<file path="config.mk">
export PLATFORM = sky130hd
export DESIGN_NAME = base64_stream_encoder
export DESIGN_NICKNAME = d
export VERILOG_FILES = /design/src/design/b64e_pkg.sv /design/src/design/b64e_front.sv /design/src/design/b64e_queue.sv /design/src/design/b64e_back.sv /design/src/design/base64_stream_encoder.sv
export SDC_FILE = /design/constraint.sdc
export NUM_CORES = 1
export LEC_CHECK = 0
export BUFFER_PORTS_ARGS = -buffer_cell sky130_fd_sc_hd__buf_2
export CAP_MARGIN = 20
export CORE_AREA = 2 2 127 129
export CTS_CLUSTER_SIZE = 14
export DETAILED_ROUTE_END_ITERATION = 8
export DIE_AREA = 0 0 129 131
export GPL_TIMING_DRIVEN = 1
export PLACE_DENSITY_LB_ADDON = 0.1
export SLEW_MARGIN = 15
export SYNTH_ARGS = -nofsm -noshare
export SYNTH_HDL_FRONTEND = slang
export SYNTH_HIERARCHICAL = 1
export SYNTH_SLANG_ARGS = --single-unit
</file>
<file path="constraint.sdc">
create_clock -name clk -period 4.2 [get_ports clk]
set_clock_uncertainty 0.1 [all_clocks]
set_input_delay 0 -clock clk [delete_from_list [all_inputs] [get_ports clk]]
set_output_delay 0 -clock clk [all_outputs]
set_load 0.005 [all_outputs]
</file>
<file path="src/design/b64e_pkg.sv">
// ----------------------------------------------------------------------------
// b64e_pkg
// Shared types, constants and the sextet-to-character mapping for the
// streaming base64 encoder.
// ----------------------------------------------------------------------------
`default_nettype none

package b64e_pkg;

  localparam int unsigned QueueDepthDefault = 4;

  localparam logic [7:0] PadChar  = 8'h3d;
  localparam logic [7:0] MaskHi6  = 8'hfc;
  localparam logic [7:0] MaskLo2  = 8'h03;
  localparam logic [7:0] MaskHi4  = 8'hf0;
  localparam logic [7:0] MaskLo4  = 8'h0f;
  localparam logic [7:0] MaskHi2  = 8'hc0;
  localparam logic [7:0] MaskLo6  = 8'h3f;

  typedef struct packed {
    logic [7:0] data_byte;
    logic       last_byte;
  } in_beat_t;

  typedef struct packed {
    logic [7:0] out_char;
    logic       out_last;
  } out_beat_t;

  // one encoded group: four sextets, index of last alphabet char, message end
  typedef struct packed {
    logic [3:0][5:0] sx;
    logic [1:0]      last_idx;
    logic            msg_last;
  } group_t;

  typedef struct packed {
    logic   valid;
    group_t grp;
  } queue_head_t;

  function automatic logic [7:0] sextet_char(input logic [5:0] v);
    logic [7:0] c;
    if (v < 6'd26) begin
      c = 8'h41 + {2'b00, v};
    end else if (v < 6'd52) begin
      c = 8'h61 + ({2'b00, v} - 8'd26);
    end else if (v < 6'd62) begin
      c = 8'h30 + ({2'b00, v} - 8'd52);
    end else if (v == 6'd62) begin
      c = 8'h2b;
    end else begin
      c = 8'h2f;
    end
    return c;
  endfunction

endpackage

`default_nettype wire

</file>
<file path="src/design/b64e_front.sv">
// ----------------------------------------------------------------------------
// b64e_front
// Collects input bytes into groups of up to three and splits each finished
// group into sextets for the character queue.
// ----------------------------------------------------------------------------
`default_nettype none

module b64e_front (
  input  wire               clk,
  input  wire               rst,
  input  wire               byte_valid,
  output logic              byte_stall,
  input  b64e_pkg::in_beat_t byte_beat,
  input  wire               q_full,
  output logic              push,
  output b64e_pkg::group_t  push_grp
);
  import b64e_pkg::*;

  logic [1:0][7:0] held_bytes;
  logic [1:0]      held_count;
  logic            accept;
  logic            flush;
  logic [1:0]      n;
  logic [7:0]      g0, g1, g2;

  assign byte_stall = q_full;
  assign accept     = byte_valid && !byte_stall;
  assign n          = held_count + 2'd1;
  assign flush      = (held_count == 2'd2) || byte_beat.last_byte;
  assign push       = accept && flush;

  always_comb begin
    g0 = (held_count != 2'd0) ? held_bytes[0] : byte_beat.data_byte;
    g1 = (held_count == 2'd2) ? held_bytes[1] :
         ((held_count == 2'd1) ? byte_beat.data_byte : 8'd0);
    g2 = (held_count == 2'd2) ? byte_beat.data_byte : 8'd0;
    push_grp.sx[0]    = 6'((g0 & MaskHi6) >> 2);
    push_grp.sx[1]    = 6'(((g0 & MaskLo2) << 4) | ((g1 & MaskHi4) >> 4));
    push_grp.sx[2]    = 6'(((g1 & MaskLo4) << 2) | ((g2 & MaskHi2) >> 6));
    push_grp.sx[3]    = 6'(g2 & MaskLo6);
    push_grp.last_idx = n;
    push_grp.msg_last = byte_beat.last_byte;
  end

  always_ff @(posedge clk) begin
    if (rst) begin
      held_bytes <= '0;
      held_count <= 2'd0;
    end else if (accept) begin
      if (flush) begin
        held_bytes <= '0;
        held_count <= 2'd0;
      end else begin
        held_bytes[held_count[0]] <= byte_beat.data_byte;
        held_count                <= n;
      end
    end
  end

  a_count_range: assert property (@(posedge clk) disable iff (rst)
    held_count != 2'd3)
    else $error("held count out of range");

  a_third_flushes: assert property (@(posedge clk) disable iff (rst)
    (accept && held_count == 2'd2) |-> push)
    else $error("full group not pushed");

  a_held_clear: assert property (@(posedge clk) disable iff (rst)
    push |=> (held_count == 2'd0))
    else $error("held state not cleared after flush");

endmodule

`default_nettype wire

</file>
<file path="src/design/b64e_queue.sv">
// ----------------------------------------------------------------------------
// b64e_queue
// Small first-in first-out queue of encoded groups between the byte
// collector and the character serializer.
// ----------------------------------------------------------------------------
`default_nettype none

module b64e_queue #(
  parameter int unsigned DEPTH = b64e_pkg::QueueDepthDefault
) (
  input  wire                   clk,
  input  wire                   rst,
  input  wire                   push,
  input  b64e_pkg::group_t      push_grp,
  output logic                  full,
  input  wire                   pop,
  output b64e_pkg::queue_head_t head
);
  import b64e_pkg::*;

  localparam int unsigned AW = (DEPTH > 1) ? $clog2(DEPTH) : 1;

  group_t        mem [DEPTH];
  logic [AW:0]   wr_ptr;
  logic [AW:0]   rd_ptr;
  logic          empty;

  assign empty     = (wr_ptr == rd_ptr);
  assign full      = (wr_ptr[AW] != rd_ptr[AW]) && (wr_ptr[AW-1:0] == rd_ptr[AW-1:0]);
  assign head.valid = !empty;
  assign head.grp   = mem[rd_ptr[AW-1:0]];

  always_ff @(posedge clk) begin
    if (push) begin
      mem[wr_ptr[AW-1:0]] <= push_grp;
    end
  end

  always_ff @(posedge clk) begin
    if (rst) begin
      wr_ptr <= '0;
      rd_ptr <= '0;
    end else begin
      if (push) begin
        wr_ptr <= wr_ptr + 1'b1;
      end
      if (pop) begin
        rd_ptr <= rd_ptr + 1'b1;
      end
    end
  end

  a_no_overflow: assert property (@(posedge clk) disable iff (rst)
    full |-> !push)
    else $error("push into full queue");

  a_no_underflow: assert property (@(posedge clk) disable iff (rst)
    empty |-> !pop)
    else $error("pop from empty queue");

  a_full_not_empty: assert property (@(posedge clk) disable iff (rst)
    full |-> !empty)
    else $error("queue both full and empty");

endmodule

`default_nettype wire

</file>
<file path="src/design/b64e_back.sv">
// ----------------------------------------------------------------------------
// b64e_back
// Walks the four characters of the group at the queue head, one per beat,
// into the registered output stage.
// ----------------------------------------------------------------------------
`default_nettype none

module b64e_back (
  input  wire                   clk,
  input  wire                   rst,
  input  b64e_pkg::queue_head_t head,
  output logic                  pop,
  output logic                  char_valid,
  input  wire                   char_stall,
  output b64e_pkg::out_beat_t   char_beat
);
  import b64e_pkg::*;

  logic [1:0] k;
  logic       load;
  out_beat_t  beat_next;

  assign load = head.valid && (!char_valid || !char_stall);
  assign pop  = load && (k == 2'd3);

  always_comb begin
    beat_next.out_char = (k <= head.grp.last_idx) ? sextet_char(head.grp.sx[k]) : PadChar;
    beat_next.out_last = head.grp.msg_last && (k == 2'd3);
  end

  always_ff @(posedge clk) begin
    if (load) begin
      char_beat <= beat_next;
    end
  end

  always_ff @(posedge clk) begin
    if (rst) begin
      k          <= 2'd0;
      char_valid <= 1'b0;
    end else begin
      if (load) begin
        k          <= k + 2'd1;
        char_valid <= 1'b1;
      end else if (!char_stall) begin
        char_valid <= 1'b0;
      end
    end
  end

  a_mid_group_head: assert property (@(posedge clk) disable iff (rst)
    (k != 2'd0) |-> head.valid)
    else $error("group index advanced without a queued group");

  a_stall_hold: assert property (@(posedge clk) disable iff (rst)
    (char_valid && char_stall) |=> (char_valid && $stable(char_beat)))
    else $error("output beat changed while stalled");

  a_last_at_end: assert property (@(posedge clk) disable iff (rst)
    (load && beat_next.out_last) |-> pop)
    else $error("last mark away from group end");

endmodule

`default_nettype wire

</file>
<file path="src/design/base64_stream_encoder.sv">
// ----------------------------------------------------------------------------
// base64_stream_encoder
// Streaming base64 encoder, standard alphabet with '=' padding: bytes in,
// characters out, last character of each message marked.
// ----------------------------------------------------------------------------
//  channel  | handshake                    | beat
//  ---------+------------------------------+---------------------------------
//  byte in  | byte_valid / byte_stall      | byte_beat (data_byte, last_byte)
//  char out | char_valid / char_stall      | char_beat (out_char, out_last)
//
//  a byte is taken every cycle while the group queue has room; each group of
//  up to three bytes becomes four characters at one per cycle from the output
//  stage when not stalled, so sustained input is at best 3 bytes per 4
//  characters out, and one byte per 4 characters when every byte ends a
//  message (one byte per cycle for short bursts of up to QUEUE_DEPTH groups)
//  reset is synchronous and empties the held bytes, the queue and the output
//  output stalls back up into the queue; input stalls only when it is full
// ----------------------------------------------------------------------------
`default_nettype none

module base64_stream_encoder #(
  parameter int unsigned QUEUE_DEPTH = b64e_pkg::QueueDepthDefault
) (
  input  wire                  clk,
  input  wire                  rst,
  input  wire                  byte_valid,
  output logic                 byte_stall,
  input  b64e_pkg::in_beat_t   byte_beat,
  output logic                 char_valid,
  input  wire                  char_stall,
  output b64e_pkg::out_beat_t  char_beat
);
  import b64e_pkg::*;

  logic        q_full;
  logic        push;
  group_t      push_grp;
  logic        pop;
  queue_head_t head;

  b64e_front u_front (
    .clk        (clk),
    .rst        (rst),
    .byte_valid (byte_valid),
    .byte_stall (byte_stall),
    .byte_beat  (byte_beat),
    .q_full     (q_full),
    .push       (push),
    .push_grp   (push_grp)
  );

  b64e_queue #(
    .DEPTH (QUEUE_DEPTH)
  ) u_queue (
    .clk      (clk),
    .rst      (rst),
    .push     (push),
    .push_grp (push_grp),
    .full     (q_full),
    .pop      (pop),
    .head     (head)
  );

  b64e_back u_back (
    .clk        (clk),
    .rst        (rst),
    .head       (head),
    .pop        (pop),
    .char_valid (char_valid),
    .char_stall (char_stall),
    .char_beat  (char_beat)
  );

endmodule

`default_nettype wire
</file>
==> results.cfg <==
[layout]
layout.area.seq_um2 = 4100
fillerInstances = 1337
finish.net_count = 477
final_util_pct = 48.0
multi_input_area_um2 = 2220
n_antenna_cell = 0
syn_to_final_growth_pct = 14.8
final_layout_size_suffix_gt1_share_pct = 22.3
stdcell_area_um2 = 7480

[global_routing]
vias_in_the_first_global_route = 3350
grt.total_usage_pct = 15.8
antenna_violations_before_repair = 0
globalRoute.totalOverflow = 0
largest_net_degree_at_the_start_of_global_routing = 28
wire_length_of_the_first_global_routing_pass_um = 19200

[clock_network]
cts_buffer_depth = 2
cts_tree = yes
htreeDepth = 4
clockRootBuffer = clkbuf_16
clk_pin_slew_ns = 0.06
worst_skew_pair.late_latency_ns = 0.42
cts_repair_resize_count = 0
clock_sinks = 146
cts_made_buffers = 17

[die]
fp.dieArea_um2 = 16900
io-pin-count = 24
core_area_um2 = 15600
start_util_pct = 41.8
chipHeight_um = 131
die_w_um = 129
std_cell_rows = 46

[drt]
detailroute.via_count = 3422
drt-wirelength-per-cell_um = 18.1
drt_wl_total_um = 12200
firstDrtPassIters = 4
antenna_left = 0
drt_first_iter_violations = 212
drt_drc_violations_left = 0
viasPerCell = 5.08

[worst_setup_path]
timing.critical_path.max_delay_family = multiplexers
worstPathBufferInverterCount = 1
slowest_stage = mux4_2
cp_common_cell = mux4_2
data_required_time_of_the_worst_path_ns = 4.30
timing.critical_path.cells = buf_12 > mux4_2 > mux4_2 > ha_1 > a21o_1 > xor2_1 > nand3_1 > a2111oi_1
critical_path_endpoint_category = register
max_stage_delay_ns = 0.64
worst_setup_path_type = register to register
crit_arrival_ns = 3.70
maximum_fanout_count_along_the_critical_path = 17
critical_path.startpoint_type = register

[sta]
max_slew_margin_pct = 39.8
timing.final.crit_share_pct = 85.9
slew_violations = 0
timing.hold.ws_ns = 0.304
grt_setup_unrepaired = false
hold_viol_final = 0
final_period_minus_worst_setup_slack_ns = 3.61
final.setup.tns_ns = 0
max_freq_ghz = 0.277
worstMarginPinSlew_ns = 0.900
finalSetupViolations = 0

[synth]
synth-async-reset-ratio_pct = 0
synth.net_count = 435
synth_warnings = 6
netlist.top_cell.by_area = edfxtp_1
dominant_register_cell_in_the_synthesized_netlist = edfxtp_1
yosys_register_bits = 146
synth_top_family_by_area = multiplexers
yosys.cell_count.top_type = edfxtp_1
netlist_top_cells_area = edfxtp_1, dfxtp_1, mux4_2
syn-mean-instance-area_um2 = 16.2
netlist.area_leader.share_pct = 53.9
seq_total_area_yosys_pct = 62.8
syn-cell-area_um2 = 6510
synth_mux_area_share_pct = 14.2
synth_compound_area_share_pct = 5.95
synth_adder_area_share_pct = 3.84
yosys-top-cells-count = edfxtp_1, nand2_1, dfxtp_1
synth-edff-count = 117
synthesized_instance_count = 402
number_of_distinct_library_cell_variants_in_the_gate_level_netlist_after_synthesis = 54
synthSimpleGateAreaFrac_pct = 7.45
post_synth_xor_xnor_area_pct = 2.69

[hold_path]
holdCritPathClass = input pin to register
hold_start = byte_beat[5]

[placement]
place_congestion = 0.748
hpwl_um = 8100
placed_cell_area_um2 = 6810
port_buffers = 23

[power_and_ir_drop]
cellLeakagePower_nw = 2.56
power.density_cell_area_nw_per_um2 = 455
max-vdd-ir-drop_v = 0.000276

[run_status]
result_of_the_run = completed

[run]
drv_cap = 0
[what timing repair did]
action | 4_1_cts | 5_1_grt
buffers inserted | 0 | 0
hold buffers | 13 | 0
hold endpoints to repair | 94 | 0
[per-layer routing]
metal	vias up	part of all wire, %	global-route usage [%]
met5	-	0	0
met4	0	1.3	5.56
met3	15	2.7	4.03
met2	50	48	25.1
met1	1715	48	21.1
li1	1642	-	-
[path summary, 6_finish.rpt]
path,depth (start not counted),slack (ns),end
min,3,0.30,u_front/held_bytes[4]
max reg2reg,8,0.59,u_back/char_beat[8]
max,8,0.59,u_back/char_beat[8]
min reg2reg,1,0.37,u_front/held_bytes[14]
[flip-flops by register name, indices dropped and copies added, names as in the netlist, named ones only]
name	cells
u_front/held_bytes	16
u_queue/wr_ptr	3
u_queue/rd_ptr	3
u_back/char_beat	9
u_back/k	2
u_queue/mem	108
u_front/held_count	2
u_back/char_valid	1
[layout by cell type (no fill, tap or decap), types with 3 or more instances in the layout]
cell type / Yosys / routed
edfxtp_1: 117 / 117
nand2_1: 33 / 33
dfxtp_1: 29 / 28
buf_2: 3 / 23
mux4_2: 22 / 22
ha_1: 20 / 20
clkbuf_16: 0 / 17
and2_1: 15 / 15
nor2_1: 15 / 15
dlygate4sd3_1: 0 / 13
xnor2_1: 13 / 13
o21ai_0: 12 / 12
mux4_1: 11 / 11
inv_1: 10 / 10
a21oi_1: 8 / 8
mux2_2: 8 / 8
a22o_1: 8 / 8
nand3_1: 6 / 6
buf_4: 5 / 6
a2bb2oi_1: 6 / 6
mux2i_1: 5 / 5
clkinv_2: 0 / 4
clkinvlp_4: 0 / 4
clkinv_1: 0 / 3
nor3_1: 3 / 3
nand3b_1: 3 / 3
[worst reg2reg max path, cell delays in order (launching register included)]
cell and delay (ns):
dfxtp_2 0.59, buf_12 0.25, mux4_2 0.51, mux4_2 0.64, ha_1 0.31, a21o_1 0.22, xor2_1 0.24, nand3_1 0.14
a2111oi_1 0.39
[report_power, final]
part / internal [mW] / switching, mW
Combinational: 0.167 / 0.207
Clock: 0.806 / 0.570
Sequential: 1.63 / 0.0267
Total: 2.60 / 0.804
[cell type report]
type,count,area share (%)
repair buffers,43,4.15
inverters,10,0.502
well taps,216,3.61
clock buffers,17,5.69
multi-input cells,226,29.7
flip-flops and latches,146,54.8
clock inverters,15,1.57
[cell families (layout without fill, tap and decap cells)]
| logic type | count (synthesis) | after routing |
|---|---|---|
| compound gates | 53 | 53 |
| xor+xnor | 17 | 17 |
| flops | 146 | 146 |
| simple gates | 90 | 90 |
| fa+ha+maj | 20 | 20 |
| buf+inv | 30 | 85 |
| mux | 46 | 46 |
[metrics by stage]
stage	worst slack, ns	total power, mW	cells
floorplan	0.973	1.95	402
detailed placement	0.611	2.05	628
global placement	0.657	2.05	628
finish	0.591	3.40	673
CTS	0.591	3.44	673
global route	0.403	3.54	673
Power figures use the tool's default switching activity.
